### src/rtl/core/stl_pkg.sv
// Shared types and constants for the source text lexer.
`default_nettype none
package stl_pkg;
  localparam int OFFSET_BITS   = 20;
  localparam int POSITION_BITS = 16;
  localparam int MAX_TOK       = 3;

  localparam logic [4:0] K_IDENT  = 5'd0;
  localparam logic [4:0] K_NUMBER = 5'd1;
  localparam logic [4:0] K_FUNC   = 5'd2;
  localparam logic [4:0] K_IF     = 5'd3;
  localparam logic [4:0] K_RETURN = 5'd4;
  localparam logic [4:0] K_INT    = 5'd5;
  localparam logic [4:0] K_BOOL   = 5'd6;
  localparam logic [4:0] K_LBRACE = 5'd7;
  localparam logic [4:0] K_RBRACE = 5'd8;
  localparam logic [4:0] K_LPAREN = 5'd9;
  localparam logic [4:0] K_RPAREN = 5'd10;
  localparam logic [4:0] K_SEMI   = 5'd11;
  localparam logic [4:0] K_COLON  = 5'd12;
  localparam logic [4:0] K_COMMA  = 5'd13;
  localparam logic [4:0] K_ARROW  = 5'd14;
  localparam logic [4:0] K_MINUS  = 5'd15;
  localparam logic [4:0] K_PLUS   = 5'd16;
  localparam logic [4:0] K_STAR   = 5'd17;
  localparam logic [4:0] K_DIV    = 5'd18;
  localparam logic [4:0] K_GE     = 5'd19;
  localparam logic [4:0] K_GT     = 5'd20;
  localparam logic [4:0] K_LE     = 5'd21;
  localparam logic [4:0] K_LT     = 5'd22;
  localparam logic [4:0] K_END    = 5'd23;

  localparam logic [1:0] ERR_NONE    = 2'd0;
  localparam logic [1:0] ERR_CHAR    = 2'd1;
  localparam logic [1:0] ERR_RANGE   = 2'd2;

  localparam logic [15:0] KW_IF     = 16'h6966;
  localparam logic [23:0] KW_INT    = 24'h696e74;
  localparam logic [31:0] KW_FUNC   = 32'h66756e63;
  localparam logic [31:0] KW_BOOL   = 32'h626f6f6c;
  localparam logic [47:0] KW_RETURN = 48'h72657475726e;

  typedef struct packed {
    logic [7:0] ch;
    logic       end_of_source;
  } in_t;

  typedef struct packed {
    logic [4:0]               token_kind;
    logic signed [31:0]       number_value;
    logic [OFFSET_BITS-1:0]   text_start;
    logic [OFFSET_BITS-1:0]   text_length;
    logic [POSITION_BITS-1:0] line;
    logic [POSITION_BITS-1:0] column;
    logic [1:0]               error_code;
    logic                     run_last;
  } out_t;

  // all tokens one byte produces
  typedef struct packed {
    logic [1:0]           cnt;
    out_t [MAX_TOK-1:0]   tok;
  } bundle_t;

  typedef struct packed {
    logic full;
    logic empty;
  } q_stat_t;
endpackage
`default_nettype wire

### src/rtl/core/source_text_lexer_top.sv
// Source text lexer: byte in, tokens out.
// The first token of a byte passes the bundle queue and then the output register.
// Throughput: 1 byte per cycle while out_stall is low and each byte yields at
// most one token; a byte with k tokens uses the output port for k transfers.
// Reset (rst_n low, synchronous) clears lexer state, the bundle queue and output.
`default_nettype none
module source_text_lexer_top (
  input  wire logic      clk,
  input  wire logic      rst_n,
  input  wire logic      in_valid,
  output logic           in_stall,
  input  stl_pkg::in_t   in_data,
  output logic           out_valid,
  input  wire logic      out_stall,
  output stl_pkg::out_t  out_data
);
  import stl_pkg::*;

  bundle_t bun, head;
  q_stat_t stat;
  logic    push, pop, acc;

  assign in_stall = stat.full;
  assign acc      = in_valid && !stat.full;

  stl_front u_front (
    .clk(clk), .rst_n(rst_n), .acc(acc), .din(in_data), .bundle(bun), .push(push)
  );

  stl_queue u_queue (
    .clk(clk), .rst_n(rst_n), .push(push), .wdata(bun), .pop(pop),
    .rdata(head), .stat(stat)
  );

  stl_back u_back (
    .clk(clk), .rst_n(rst_n), .head(head), .stat(stat), .pop(pop),
    .out_valid(out_valid), .out_stall(out_stall), .out_data(out_data)
  );

`ifndef NO_ASSERTIONS
  a_no_overflow: assert property (@(posedge clk) disable iff (!rst_n)
    push |-> !stat.full) else $error("bundle pushed into full queue");
  a_no_underflow: assert property (@(posedge clk) disable iff (!rst_n)
    pop |-> !stat.empty) else $error("bundle popped from empty queue");
  a_end_last: assert property (@(posedge clk) disable iff (!rst_n)
    (out_valid && out_data.token_kind == K_END) |-> out_data.run_last)
    else $error("END token not marked last");
  a_eos_push: assert property (@(posedge clk) disable iff (!rst_n)
    (acc && in_data.end_of_source) |-> push) else $error("last byte gave no END");
`endif
endmodule
`default_nettype wire

### src/rtl/core/stl_front.sv
// Lexer front end: takes one byte per transfer and forms the token bundle for it.
`default_nettype none
module stl_front (
  input  wire logic             clk,
  input  wire logic             rst_n,
  input  wire logic             acc,
  input  stl_pkg::in_t          din,
  output stl_pkg::bundle_t      bundle,
  output logic                  push
);
  import stl_pkg::*;

  localparam logic [3:0] M_IDLE    = 4'd0;
  localparam logic [3:0] M_IDENT   = 4'd1;
  localparam logic [3:0] M_NUMBER  = 4'd2;
  localparam logic [3:0] M_MINUS   = 4'd3;
  localparam logic [3:0] M_SLASH   = 4'd4;
  localparam logic [3:0] M_GT      = 4'd5;
  localparam logic [3:0] M_LT      = 4'd6;
  localparam logic [3:0] M_COMMENT = 4'd7;
  localparam logic [3:0] M_ERROR   = 4'd8;

  localparam logic [POSITION_BITS-1:0] POS_MAX = '1;
  localparam logic [POSITION_BITS-1:0] POS_ONE = POSITION_BITS'(1);

  logic [3:0]               mode_r, mode_nxt;
  logic [32:0]              accum_r, accum_nxt;
  logic                     neg_r, neg_nxt;
  logic [OFFSET_BITS-1:0]   off_r, off_nxt, tokoff_r, tokoff_nxt;
  logic [POSITION_BITS-1:0] line_r, line_nxt, col_r, col_nxt;
  logic [POSITION_BITS-1:0] tline_r, tline_nxt, tcol_r, tcol_nxt;
  logic [47:0]              win_r, win_nxt;
  logic [1:0]               err_r, err_nxt;
  logic [POSITION_BITS-1:0] eline_r, eline_nxt, ecol_r, ecol_nxt;

  function automatic logic [4:0] ident_kind(input logic [47:0] w,
                                            input logic [OFFSET_BITS-1:0] len);
    logic [4:0] k;
    k = K_IDENT;
    if (len == OFFSET_BITS'(2) && w[15:0] == KW_IF) k = K_IF;
    else if (len == OFFSET_BITS'(3) && w[23:0] == KW_INT) k = K_INT;
    else if (len == OFFSET_BITS'(4) && w[31:0] == KW_FUNC) k = K_FUNC;
    else if (len == OFFSET_BITS'(4) && w[31:0] == KW_BOOL) k = K_BOOL;
    else if (len == OFFSET_BITS'(6) && w == KW_RETURN) k = K_RETURN;
    return k;
  endfunction

  function automatic out_t mk_tok(input logic [4:0] kind, input logic [31:0] val,
                                  input logic [OFFSET_BITS-1:0] start,
                                  input logic [OFFSET_BITS-1:0] stop,
                                  input logic [POSITION_BITS-1:0] ln,
                                  input logic [POSITION_BITS-1:0] cl,
                                  input logic [1:0] err);
    out_t t;
    t.token_kind   = kind;
    t.number_value = val;
    t.text_start   = start;
    t.text_length  = stop - start;
    t.line         = ln;
    t.column       = cl;
    t.error_code   = err;
    t.run_last     = 1'b0;
    return t;
  endfunction

  logic [7:0]               c;
  logic [3:0]               dig;
  logic                     is_alpha, is_digit;
  logic [OFFSET_BITS-1:0]   nxt_off;
  logic [35:0]              prod;
  logic [4:0]               sk;
  logic                     fresh;
  logic [1:0]               n;
  out_t [MAX_TOK-1:0]       tk;
  out_t                     ft;
  logic                     fv;

  // true when the given mode holds a pending token that a flush must emit
  function automatic logic pend(input logic [3:0] m);
    return m == M_IDENT || m == M_NUMBER || m == M_MINUS || m == M_SLASH ||
           m == M_GT || m == M_LT;
  endfunction

  function automatic logic [4:0] pend_kind(input logic [3:0] m, input logic [47:0] w,
                                           input logic [OFFSET_BITS-1:0] len);
    logic [4:0] k;
    case (m)
      M_IDENT:  k = ident_kind(w, len);
      M_NUMBER: k = K_NUMBER;
      M_MINUS:  k = K_MINUS;
      M_SLASH:  k = K_DIV;
      M_GT:     k = K_GT;
      default:  k = K_LT;
    endcase
    return k;
  endfunction

  always_comb begin
    c        = din.ch;
    dig      = c[3:0];
    is_alpha = c inside {[8'h61:8'h7a], [8'h41:8'h5a]};
    is_digit = c inside {[8'h30:8'h39]};
    nxt_off  = off_r + OFFSET_BITS'(1);
    mode_nxt = mode_r;  accum_nxt = accum_r;  neg_nxt = neg_r;
    off_nxt  = off_r;   tokoff_nxt = tokoff_r;
    line_nxt = line_r;  col_nxt = col_r;
    tline_nxt = tline_r; tcol_nxt = tcol_r;
    win_nxt  = win_r;   err_nxt = err_r;
    eline_nxt = eline_r; ecol_nxt = ecol_r;
    fresh = 1'b0;
    n     = 2'd0;
    tk    = '0;
    prod  = {3'd0, accum_r} * 36'd10 + 36'(dig);
    case (c)
      "{":     sk = K_LBRACE;
      "}":     sk = K_RBRACE;
      "(":     sk = K_LPAREN;
      ")":     sk = K_RPAREN;
      ";":     sk = K_SEMI;
      ":":     sk = K_COLON;
      ",":     sk = K_COMMA;
      "+":     sk = K_PLUS;
      "*":     sk = K_STAR;
      default: sk = K_IDENT;
    endcase
    ft = mk_tok(pend_kind(mode_r, win_r, off_r - tokoff_r),
                neg_r ? 32'(33'd0 - accum_r) : accum_r[31:0],
                tokoff_r, off_r, tline_r, tcol_r, ERR_NONE);
    if (mode_r == M_NUMBER) begin
    end else begin
      ft.number_value = '0;
    end
    fv = 1'b0;

    if (mode_r != M_ERROR) begin
      case (mode_r)
        M_IDENT: begin
          if (is_alpha || is_digit) win_nxt = {win_r[39:0], c};
          else begin fv = 1'b1; fresh = 1'b1; end
        end
        M_NUMBER: begin
          if (is_digit) begin
            accum_nxt = prod[32:0];
            if (prod > (neg_r ? 36'd2147483648 : 36'd2147483647)) begin
              err_nxt = ERR_RANGE; eline_nxt = tline_r; ecol_nxt = tcol_r;
              mode_nxt = M_ERROR;
            end
          end else begin fv = 1'b1; fresh = 1'b1; end
        end
        M_MINUS: begin
          if (c == ">") begin
            ft = mk_tok(K_ARROW, '0, tokoff_r, nxt_off, tline_r, tcol_r, ERR_NONE);
            fv = 1'b1;
            mode_nxt = M_IDLE;
          end else if (is_digit) begin
            mode_nxt = M_NUMBER; neg_nxt = 1'b1; accum_nxt = 33'(dig);
          end else begin fv = 1'b1; fresh = 1'b1; end
        end
        M_SLASH: begin
          if (c == "/") mode_nxt = M_COMMENT;
          else begin fv = 1'b1; fresh = 1'b1; end
        end
        M_GT, M_LT: begin
          if (c == "=") begin
            ft = mk_tok((mode_r == M_GT) ? K_GE : K_LE, '0, tokoff_r, nxt_off,
                        tline_r, tcol_r, ERR_NONE);
            fv = 1'b1;
            mode_nxt = M_IDLE;
          end else begin fv = 1'b1; fresh = 1'b1; end
        end
        M_COMMENT: begin
          if (c == 8'h0a) mode_nxt = M_IDLE;
        end
        default: fresh = 1'b1;
      endcase
      if (fv) begin
        tk[n] = ft; n = n + 2'd1;
      end
      if (fresh) begin
        mode_nxt = M_IDLE;
        if (c == " " || c == 8'h0a) begin
        end else if (sk != K_IDENT) begin
          tk[n] = mk_tok(sk, '0, off_r, nxt_off, line_r, col_r, ERR_NONE);
          n = n + 2'd1;
        end else if (c == "-" || c == "/" || c == ">" || c == "<" || is_alpha || is_digit)
        begin
          tokoff_nxt = off_r; tline_nxt = line_r; tcol_nxt = col_r;
          if (c == "-") mode_nxt = M_MINUS;
          else if (c == "/") mode_nxt = M_SLASH;
          else if (c == ">") mode_nxt = M_GT;
          else if (c == "<") mode_nxt = M_LT;
          else if (is_alpha) begin
            mode_nxt = M_IDENT; win_nxt = 48'(c);
          end else begin
            mode_nxt = M_NUMBER; neg_nxt = 1'b0; accum_nxt = 33'(dig);
          end
        end else begin
          err_nxt = ERR_CHAR; eline_nxt = line_r; ecol_nxt = col_r;
          mode_nxt = M_ERROR;
        end
      end
      // last byte closes whatever token is still open
      if (din.end_of_source && pend(mode_nxt) && n < 2'd3) begin
        tk[n] = mk_tok(pend_kind(mode_nxt, win_nxt, nxt_off - tokoff_nxt),
                       (mode_nxt != M_NUMBER) ? 32'd0 :
                       (neg_nxt ? 32'(33'd0 - accum_nxt) : accum_nxt[31:0]),
                       tokoff_nxt, nxt_off, tline_nxt, tcol_nxt, ERR_NONE);
        n = n + 2'd1;
      end
      if (c == 8'h0a) begin
        if (line_r != POS_MAX) line_nxt = line_r + POS_ONE;
        col_nxt = POS_ONE;
      end else if (col_r != POS_MAX) begin
        col_nxt = col_r + POS_ONE;
      end
      off_nxt = nxt_off;
    end

    if (din.end_of_source) begin
      if (n < 2'd3) begin
        if (err_nxt != ERR_NONE)
          tk[n] = mk_tok(K_END, '0, off_r, off_r, eline_nxt, ecol_nxt, err_nxt);
        else
          tk[n] = mk_tok(K_END, '0, off_r, off_r, line_r, col_r, ERR_NONE);
        n = n + 2'd1;
      end
      mode_nxt = M_IDLE; accum_nxt = '0; neg_nxt = 1'b0;
      off_nxt = '0; tokoff_nxt = '0;
      line_nxt = POS_ONE; col_nxt = POS_ONE; tline_nxt = POS_ONE; tcol_nxt = POS_ONE;
      win_nxt = '0; err_nxt = ERR_NONE; eline_nxt = '0; ecol_nxt = '0;
    end
    if (n != 2'd0) tk[n - 2'd1].run_last = 1'b1;
    bundle.cnt = n;
    bundle.tok = tk;
    push = acc && (n != 2'd0);
  end

  always_ff @(posedge clk) begin
    if (!rst_n) begin
      mode_r <= M_IDLE;   accum_r <= '0;  neg_r <= 1'b0;
      off_r <= '0;        tokoff_r <= '0;
      line_r <= POS_ONE;  col_r <= POS_ONE;
      tline_r <= POS_ONE; tcol_r <= POS_ONE;
      win_r <= '0;        err_r <= ERR_NONE;
      eline_r <= '0;      ecol_r <= '0;
    end else if (acc) begin
      mode_r <= mode_nxt;   accum_r <= accum_nxt; neg_r <= neg_nxt;
      off_r <= off_nxt;     tokoff_r <= tokoff_nxt;
      line_r <= line_nxt;   col_r <= col_nxt;
      tline_r <= tline_nxt; tcol_r <= tcol_nxt;
      win_r <= win_nxt;     err_r <= err_nxt;
      eline_r <= eline_nxt; ecol_r <= ecol_nxt;
    end
  end
endmodule
`default_nettype wire

### src/rtl/core/stl_queue.sv
// Two-entry bundle queue between lexer front and token back end.
`default_nettype none
module stl_queue (
  input  wire logic          clk,
  input  wire logic          rst_n,
  input  wire logic          push,
  input  stl_pkg::bundle_t   wdata,
  input  wire logic          pop,
  output stl_pkg::bundle_t   rdata,
  output stl_pkg::q_stat_t   stat
);
  import stl_pkg::*;

  bundle_t    mem_r [2];
  logic       wp_r, wp_nxt, rp_r, rp_nxt;
  logic [1:0] cnt_r, cnt_nxt;

  always_comb begin
    wp_nxt  = push ? ~wp_r : wp_r;
    rp_nxt  = pop ? ~rp_r : rp_r;
    cnt_nxt = cnt_r + {1'b0, push} - {1'b0, pop};
    rdata   = mem_r[rp_r];
    stat.full  = cnt_r == 2'd2;
    stat.empty = cnt_r == 2'd0;
  end

  always_ff @(posedge clk) begin
    if (push) mem_r[wp_r] <= wdata;
  end

  always_ff @(posedge clk) begin
    if (!rst_n) begin
      wp_r <= 1'b0; rp_r <= 1'b0; cnt_r <= 2'd0;
    end else begin
      wp_r <= wp_nxt; rp_r <= rp_nxt; cnt_r <= cnt_nxt;
    end
  end
endmodule
`default_nettype wire

### src/rtl/core/stl_back.sv
// Token back end: unpacks bundles into one result per transfer via an output register.
`default_nettype none
module stl_back (
  input  wire logic          clk,
  input  wire logic          rst_n,
  input  stl_pkg::bundle_t   head,
  input  stl_pkg::q_stat_t   stat,
  output logic               pop,
  output logic               out_valid,
  input  wire logic          out_stall,
  output stl_pkg::out_t      out_data
);
  import stl_pkg::*;

  logic [1:0] idx_r, idx_nxt;
  logic       vld_r, vld_nxt;
  out_t       dat_r;
  logic       load, last;

  always_comb begin
    load    = !stat.empty && (!vld_r || !out_stall);
    last    = idx_r == head.cnt - 2'd1;
    pop     = load && last;
    idx_nxt = load ? (last ? 2'd0 : idx_r + 2'd1) : idx_r;
    vld_nxt = load || (vld_r && out_stall);
  end

  always_ff @(posedge clk) begin
    if (load) dat_r <= head.tok[idx_r];
  end

  always_ff @(posedge clk) begin
    if (!rst_n) begin
      idx_r <= 2'd0; vld_r <= 1'b0;
    end else begin
      idx_r <= idx_nxt; vld_r <= vld_nxt;
    end
  end

  assign out_valid = vld_r;
  assign out_data  = dat_r;
endmodule
`default_nettype wire
### config.mk
export PLATFORM = sky130hd
export DESIGN_NAME = source_text_lexer_top
export DESIGN_NICKNAME = d
export VERILOG_FILES = /design/src/rtl/core/stl_pkg.sv /design/src/rtl/core/source_text_lexer_top.sv /design/src/rtl/core/stl_front.sv /design/src/rtl/core/stl_queue.sv /design/src/rtl/core/stl_back.sv
export SDC_FILE = /design/constraint.sdc
export NUM_CORES = 2
export LEC_CHECK = 0
export ABC_AREA = 1
export BUFFER_PORTS_ARGS = -buffer_cell sky130_fd_sc_hd__buf_2
export CORE_UTILIZATION = 33
export DETAILED_ROUTE_END_ITERATION = 12
export HOLD_SLACK_MARGIN = 0.06
export PLACE_DENSITY_LB_ADDON = 0.05
export SYNTH_ARGS = -nofsm -noshare
export SYNTH_HDL_FRONTEND = slang
export SYNTH_SLANG_ARGS = --single-unit
### constraint.sdc
create_clock -name clk -period 28.9 [get_ports clk]
set_input_delay 5.78 -clock clk [delete_from_list [all_inputs] [get_ports clk]]
set_output_delay 5.78 -clock clk [all_outputs]
set_load 0.03 [all_outputs]
# --- Word-level counts from Yosys, hierarchy flattened ---
# Memories as Yosys holds them, arrays and structs flattened. A register that Yosys moved wholly into a read port is not among the register bits.
# Cells that the tools add are included.
word_totals:
  register_bits: 343
  ramBits: 676
  out_inout_bits: 114
  mem_count: 1
memory_table:
  columns: ["name", "depth", "word_bits", "read_ports", "rd_ports_with_merged_regs", "wr", "line_no", "text"]
  rows:
  - ["u_queue.mem_r", 2, 338, 1, 1, 1, "stl_queue.sv:14", "bundle_t mem_r [2];"]
op_classes:
  addsub: 19
  n_mul: 1
  n_lt_le_gt_ge: 18
  n_eq_ne: 53
  muxes: 199
  n_bitwise: 2
  n_reduce_logical: 55
ops:
  columns: ["cell", "n"]
  rows:
  - ["336-bit two-way mux", 10]
  - ["336-bit bitwise mux", 5]
  - ["112-bit demux with 2-bit select", 4]
  - ["112-bit two-way mux", 8]
  - ["48-bit two-way mux", 14]
  - ["16-bit two-way mux", 40]
  - ["33-bit two-way mux", 15]
  - ["112-bit binary-select mux with 2-bit select", 1]
  - ["112-bit case mux with 2 select lines", 1]
  - ["20-bit two-way mux", 9]
  - ["32-bit two-way mux", 5]
  - ["32-bit by 31-bit == test with 1-bit output (second input constant)", 4]
  - ["8-bit by 6-bit == test with 1-bit output (second input constant)", 13]
  - ["20-bit subtractor", 5]
  - ["48-bit by 47-bit == test with 1-bit output (second input constant)", 2]
  - ["20-bit by 2-bit == test with 1-bit output (second input constant)", 4]
  - ["20-bit by 3-bit == test with 1-bit output (second input constant)", 4]
  - ["4-bit two-way mux", 18]
  - ["33-bit case mux with 2 select lines", 1]
  - ["1-bit by 32-bit subtractor with 32-bit output (first input constant)", 2]
  - ["5-bit two-way mux", 10]
  - ["5-bit case mux with 5 select lines", 2]
  - ["24-bit by 23-bit == test with 1-bit output (second input constant)", 2]
  - ["5-bit case mux with 9 select lines", 1]
  - ["45 further kinds", 167]

# --- Depth between registers and ports, before layout ---
depth:
  depth_word: 35
  mapped_depth: 50

# --- Hierarchy ---
# From an unflattened synthesis, not the netlist that was laid out.
unflattened:
  hier_cells: 7616
  hier_area_um2: 63970.1
by_module_without_submodules:
  columns: ["mod", "instances", "cells_each", "area_per_inst_um2", "seq_area_each_um2"]
  rows:
  - ["stl_front", 1, 5876, 31768.0, 4484.3]
  - ["stl_queue", 1, 1085, 26171.4, 20399.6]
  - ["stl_back", 1, 653, 6020.8, 3423.3]
  - ["source_text_lexer_top", 1, 2, 10.0, 0.0]

# --- Least setup slack after synthesis ---
# No wires, ideal clock.
synth_timing:
  kind: "input -> register"
  start: "input port in_data[2] (netlist name)"
  end: "memory u_queue.mem_r[0][0] (netlist name) (enable)"
  setup_ns: 1.044
  arrival_time_ns: 23.880
  required_time_ns: 27.856
  setup_slack_ns: 3.975
  path_stages: 35
  path_buffers: 0
  cell_sequence: "ha_1 -> fa_1 -> nand3_1 -> nand2_1 -> nand2_1 -> nor2_1 -> nand3_1 -> nor2_1 -> nand3_1 -> nor2_1 -> nand2_1 -> nor2_1 -> nand3_1 -> a22oi_1 -> ha_1 -> a21o_1 -> a2111oi_0 -> nand2_1 -> nand2_1 -> nand2_1 -> nand2_1 -> nand3_1 -> nor2_1 -> nand2_1 -> nand2_2 -> nand2_1 -> nor2_2 -> nand2_2 -> nand4_2 -> nand2_2 -> nand2_1 -> nand3_2 -> nand3_1 -> nand2_1 -> nor2_1"
synth_via:
  elab_chain_len: 30
  word_cells_on_any_way: 97
  cone_classes: "add/sub: 4; order compare: 9; eq/ne: 22; mux: 41; reduce/logical: 21"
synth_lines:
  columns: ["item", "line_no", "text"]
  rows:
  - ["start: declaration", "source_text_lexer_top.sv:12", "input stl_pkg::in_t in_data,"]
  - ["parallel branches: the longest is 21 deep, another holds 36-bit by 4-bit adder with 36-bit output", null, null]
  - ["2-bit two-way mux (*)", "stl_front.sv:203", "if (din.end_of_source && pend(mode_nxt) && n < 2'd3) begin"]
  - ["2-bit two-way mux (*)", "stl_front.sv:135", "if (mode_r != M_ERROR) begin"]
  - ["2-bit by 1-bit adder with 2-bit output / 2-bit less-than comparator (equally long branches)", "stl_front.sv:225, stl_front.sv:220", null]
  - ["2-bit two-way mux", "stl_front.sv:220", "if (n < 2'd3) begin"]
  - ["2-bit two-way mux (*)", "stl_front.sv:219", "if (din.end_of_source) begin"]
  - ["2-bit nonzero test (*)", "stl_front.sv:235", "push = acc && (n != 2'd0);"]
  - ["1-bit logical AND (*)", "stl_front.sv:235", null]
  - ["1-bit two-way mux (*)", "stl_queue.sv:28", "if (push) mem_r[wp_r] <= wdata;"]
  - ["1-bit two-way mux (implied by the code) (*)", "stl_queue.sv:28", null]
  - ["end: declaration", "stl_queue.sv:14", null]
# Every way passes the cells marked *. The select of a mux whose other input is x is not followed.

# --- Worst setup path after layout ---
layout_timing:
  start: "input port in_data[2] (netlist name)"
  end: "memory u_queue.mem_r[1][165] (netlist name) (enable)"
# The elaborated chain is that of the path after synthesis.

==> summary.md <==
| Metric | Value |
|---|---|
| Slew Viols, Final | 0 |
| # setup viols final | 0 |
| Clk Latency, worst-skew pair | 780 ps |
| Cts hold-fix bufs | 0 |
| Synth warnings | 0 |
| Worst min-delay path category | flip-flop to flip-flop |
| Final Hold Fails | 0 |
| GRT Total Usage | 24.6% |
| CTS tree | yes |
| Clock Skew | ~30 ps |
| CP max stage cell | buf_4 |
| Syn_nets | ~7400 |
| Asr flop ratio synth | 0% |
| WL met3 | roughly 12 mm |
| RSZ-0062 raised after global routing | no |
| Max cap viols | 0 |
| Core box area | between 150000 and 200000 um2 |
| Largest net degree at the start of global routing | 90 |
| Worst vdd ir | 56.6 uV |
| Leak | 0.0251 uW |
| Initial antenna violation count | 5 |
| Die Wd | between 400 and 500 um |
| Most frequent cells in the layout | nand2_1 (1553), o21ai_0 (968), nor2_1 (810), edfxtp_1 (788), inv_1 (717) |
| Worst path max stage delay | 860 ps |
| EDFF count, synth | 788 |
| Placed cell area | 61000 um2 |
| IO Pins | 127 |
| Reg-to-reg slack, setup | 17890 ps |
| Total gr overflow | 0 |
| Routability congestion estimate | 0.917 |
| CTS Sinks | 1020 |
| Area share of the largest cell type after synthesis | between 40% and 50% |
| Share of layout cells above drive strength 1 | 6.82% |
| Initial Utilization | 33.4% |
| Setup TNS | 0 ps |
| Final net count | 7372 |
| Routed wire length per instance | roughly 23 um |
| Die height | between 400 and 500 um |
| Max-Slew Margin vs Limit | around 15% |
| Synthesized cell area | 58200 um2 |
| Crit path kind | primary input to flip-flop |
| Final core utilization | between 30% and 40% |
| Post-synth cell types | 64 |
| Period utilization | about half |
| Layout area overhead | 11.3% |
| Placement Rows | 153 |
| Via count | ~51000 |
| Vias in the first global route | slightly below 50000 |
| DP HPWL | between 100 and 150 mm |
| CP required | about 29000 ps |
| Vias/cell | between 5 and 6 |
| Most common cell after layout, fill and taps aside | nand2_1 |
| CP startpoint kind | primary input |
| DRT met1 WL | ~110 mm |
| Synthesized area per cell | 8.07 um2 |
| Max FO, Critical Path | 67 |
| Drc violations | 0 |
| CTS resizes | 0 |
| Power density cells | approximately 77 nW/um2 |
| Delay-heaviest family, CP | simple AND/OR/NAND/NOR gates |
| DP Worst Slack | around 13000 ps |
| Transition time of the tightest slew-check pin | 1270 ps |
| Initial drt markers | 4355 |
| IO Port Bufs | 126 |
| Worst path bufs/invs | 5 |
| Final min period | 14860 ps |
| Achievable Freq | 67.3 MHz |
| Wire length on met2 | 101 mm |
| Worst setup margin | 14040 ps |
| First-pass GRT wire length | roughly 330 mm |
| Die area | 178000 um2 |
| Worst path most repeated cell | nand2_1 |
| # Post-CTS Setup Buffers | 0 |
| Root buf cell | clkbuf_16 |
| Synth Flop Type | edfxtp_1 |
| Critical path arrival | 15270 ps |
| Worst-path clk slew | 60 ps |
| Sequential cell area fraction in the yosys report | 48.6% |
| Cells after Synth | 7221 |
| Maximum buffer depth of the clock tree | 3 |
| Max layer used | met5 |
| CTS H-tree lvls | 3 |
| Status | complete, no violations |
| Design Area, Final | 64800 um2 |
| DRT Pass-1 Iters | 6 |
| Routed wire length | 224 mm |
| Antenna-violating nets left | 0 |
| Critical path endpoint category | flip-flop |
| Register bit total from synthesis | roughly 1000 |
| Cts bufs inserted | 118 |
| Area leader, netlist | edfxtp_1 |
| Synth top area cells | edfxtp_1 (41%), nand2_1 (10%), o21ai_0 (8.3%) |
==> where the power goes <==
group / switching [uW] / internal [uW]
Sequential: 83.0 / 1880
Clock: 645 / 855
Combinational: 1220 / 335
Total: 1950 / 3070
==> worst paths after layout <==
kind | start | to | cells after the start
worst min register to register | u_front.err_r[0] | u_front.err_r[0] | 2
worst max-delay path | in_data[2] | u_queue.mem_r[1][165] | 40
worst min-delay path | u_front.err_r[0] | u_front.err_r[0] | 2
worst max register to register | u_front.accum_r[1] | u_queue.mem_r[1][165] | 41
==> per-layer routing <==
metal | up-vias | track usage, %
li1 | 24600 | -
met1 | 24800 | 35.1
met2 | 1458 | 39.0
met3 | 267 | 2.68
met4 | 2 | 7.03
met5 | - | 0
==> cell usage after synthesis (all sizes together), types with 39 or more instances <==
master     n
xor2      86
nor2     834
ha       182
clkbuf   281
o21ai   1041
nand2   1575
nand3    268
a21oi    369
o21a      39
dfxtp    232
inv      749
nand4     54
o22ai    248
edfxtp   788
nor3      89
buf       97
==> tightest hold or removal path, cell delays in order, from the launching register on <==
cell and delay (ps):
dfxtp_1 310, nand2_1 60, a21oi_1 50
==> registers in the layout, summed over array words and instances (netlist names), named ones only <==
| name | cells |
|---|---|
| u_front.mode_r | 4 |
| u_queue.wp_r | 1 |
| u_queue.cnt_r | 2 |
| u_front.off_r | 20 |
| u_front.win_r | 48 |
| u_back.out_data | 112 |
| u_queue.rp_r | 1 |
| u_front.ecol_r | 16 |
| u_front.col_r | 16 |
| u_front.tokoff_r | 20 |
| u_front.err_r | 2 |
| u_front.line_r | 16 |
| u_front.tline_r | 16 |
| u_front.eline_r | 16 |
| u_front.accum_r | 33 |
| u_front.tcol_r | 16 |
| u_queue.mem_r | 676 |
| u_back.out_valid | 1 |
| u_front.neg_r | 1 |
| u_back.idx_r | 2 |
==> kinds of logic (layout without fill, tap and decap cells) <==
| group | after synthesis | after routing | share of synthesized area (%) |
|---|---|---|---|
| buf+inv | 1139 | 1194 | 7.60 |
| mux | 4 | 4 | 0.0709 |
| xor+xnor | 120 | 120 | 1.83 |
| fa+ha+maj | 187 | 187 | 4.08 |
| compound gates | 1858 | 1858 | 17.5 |
| simple gates | 2893 | 2893 | 20.3 |
| flops | 1020 | 1020 | 48.6 |
| other cells | 0 | 2 | 0 |
==> per-stage QoR <==
| stage | cells | hold WS [ps] | power (uW) |
|---|---|---|---|
| 3_3_place_gp | 9377 | 455 | 3580 |
| 6_report | 9603 | 465 | 5020 |
| 4_1_cts | 9601 | 466 | 5080 |
| 2_1_floorplan | 7221 | 445 | 2990 |
| 3_5_place_dp | 9377 | 457 | 3570 |
| 5_1_grt | 9602 | 477 | 5260 |
==> area by class of cell <==
class                   count  area [um2]
fillers                 18200      110000
flip-flops and latches   1020       28300
multi-input cells        5062       25600
clock buffers             167        3330
well taps                2325        2910
inverters                 761        2880
repair buffers            209        1250
clock inverters            57         503
diodes                      2        5.00
No activity file was read; power rests on OpenSTA's default activity.
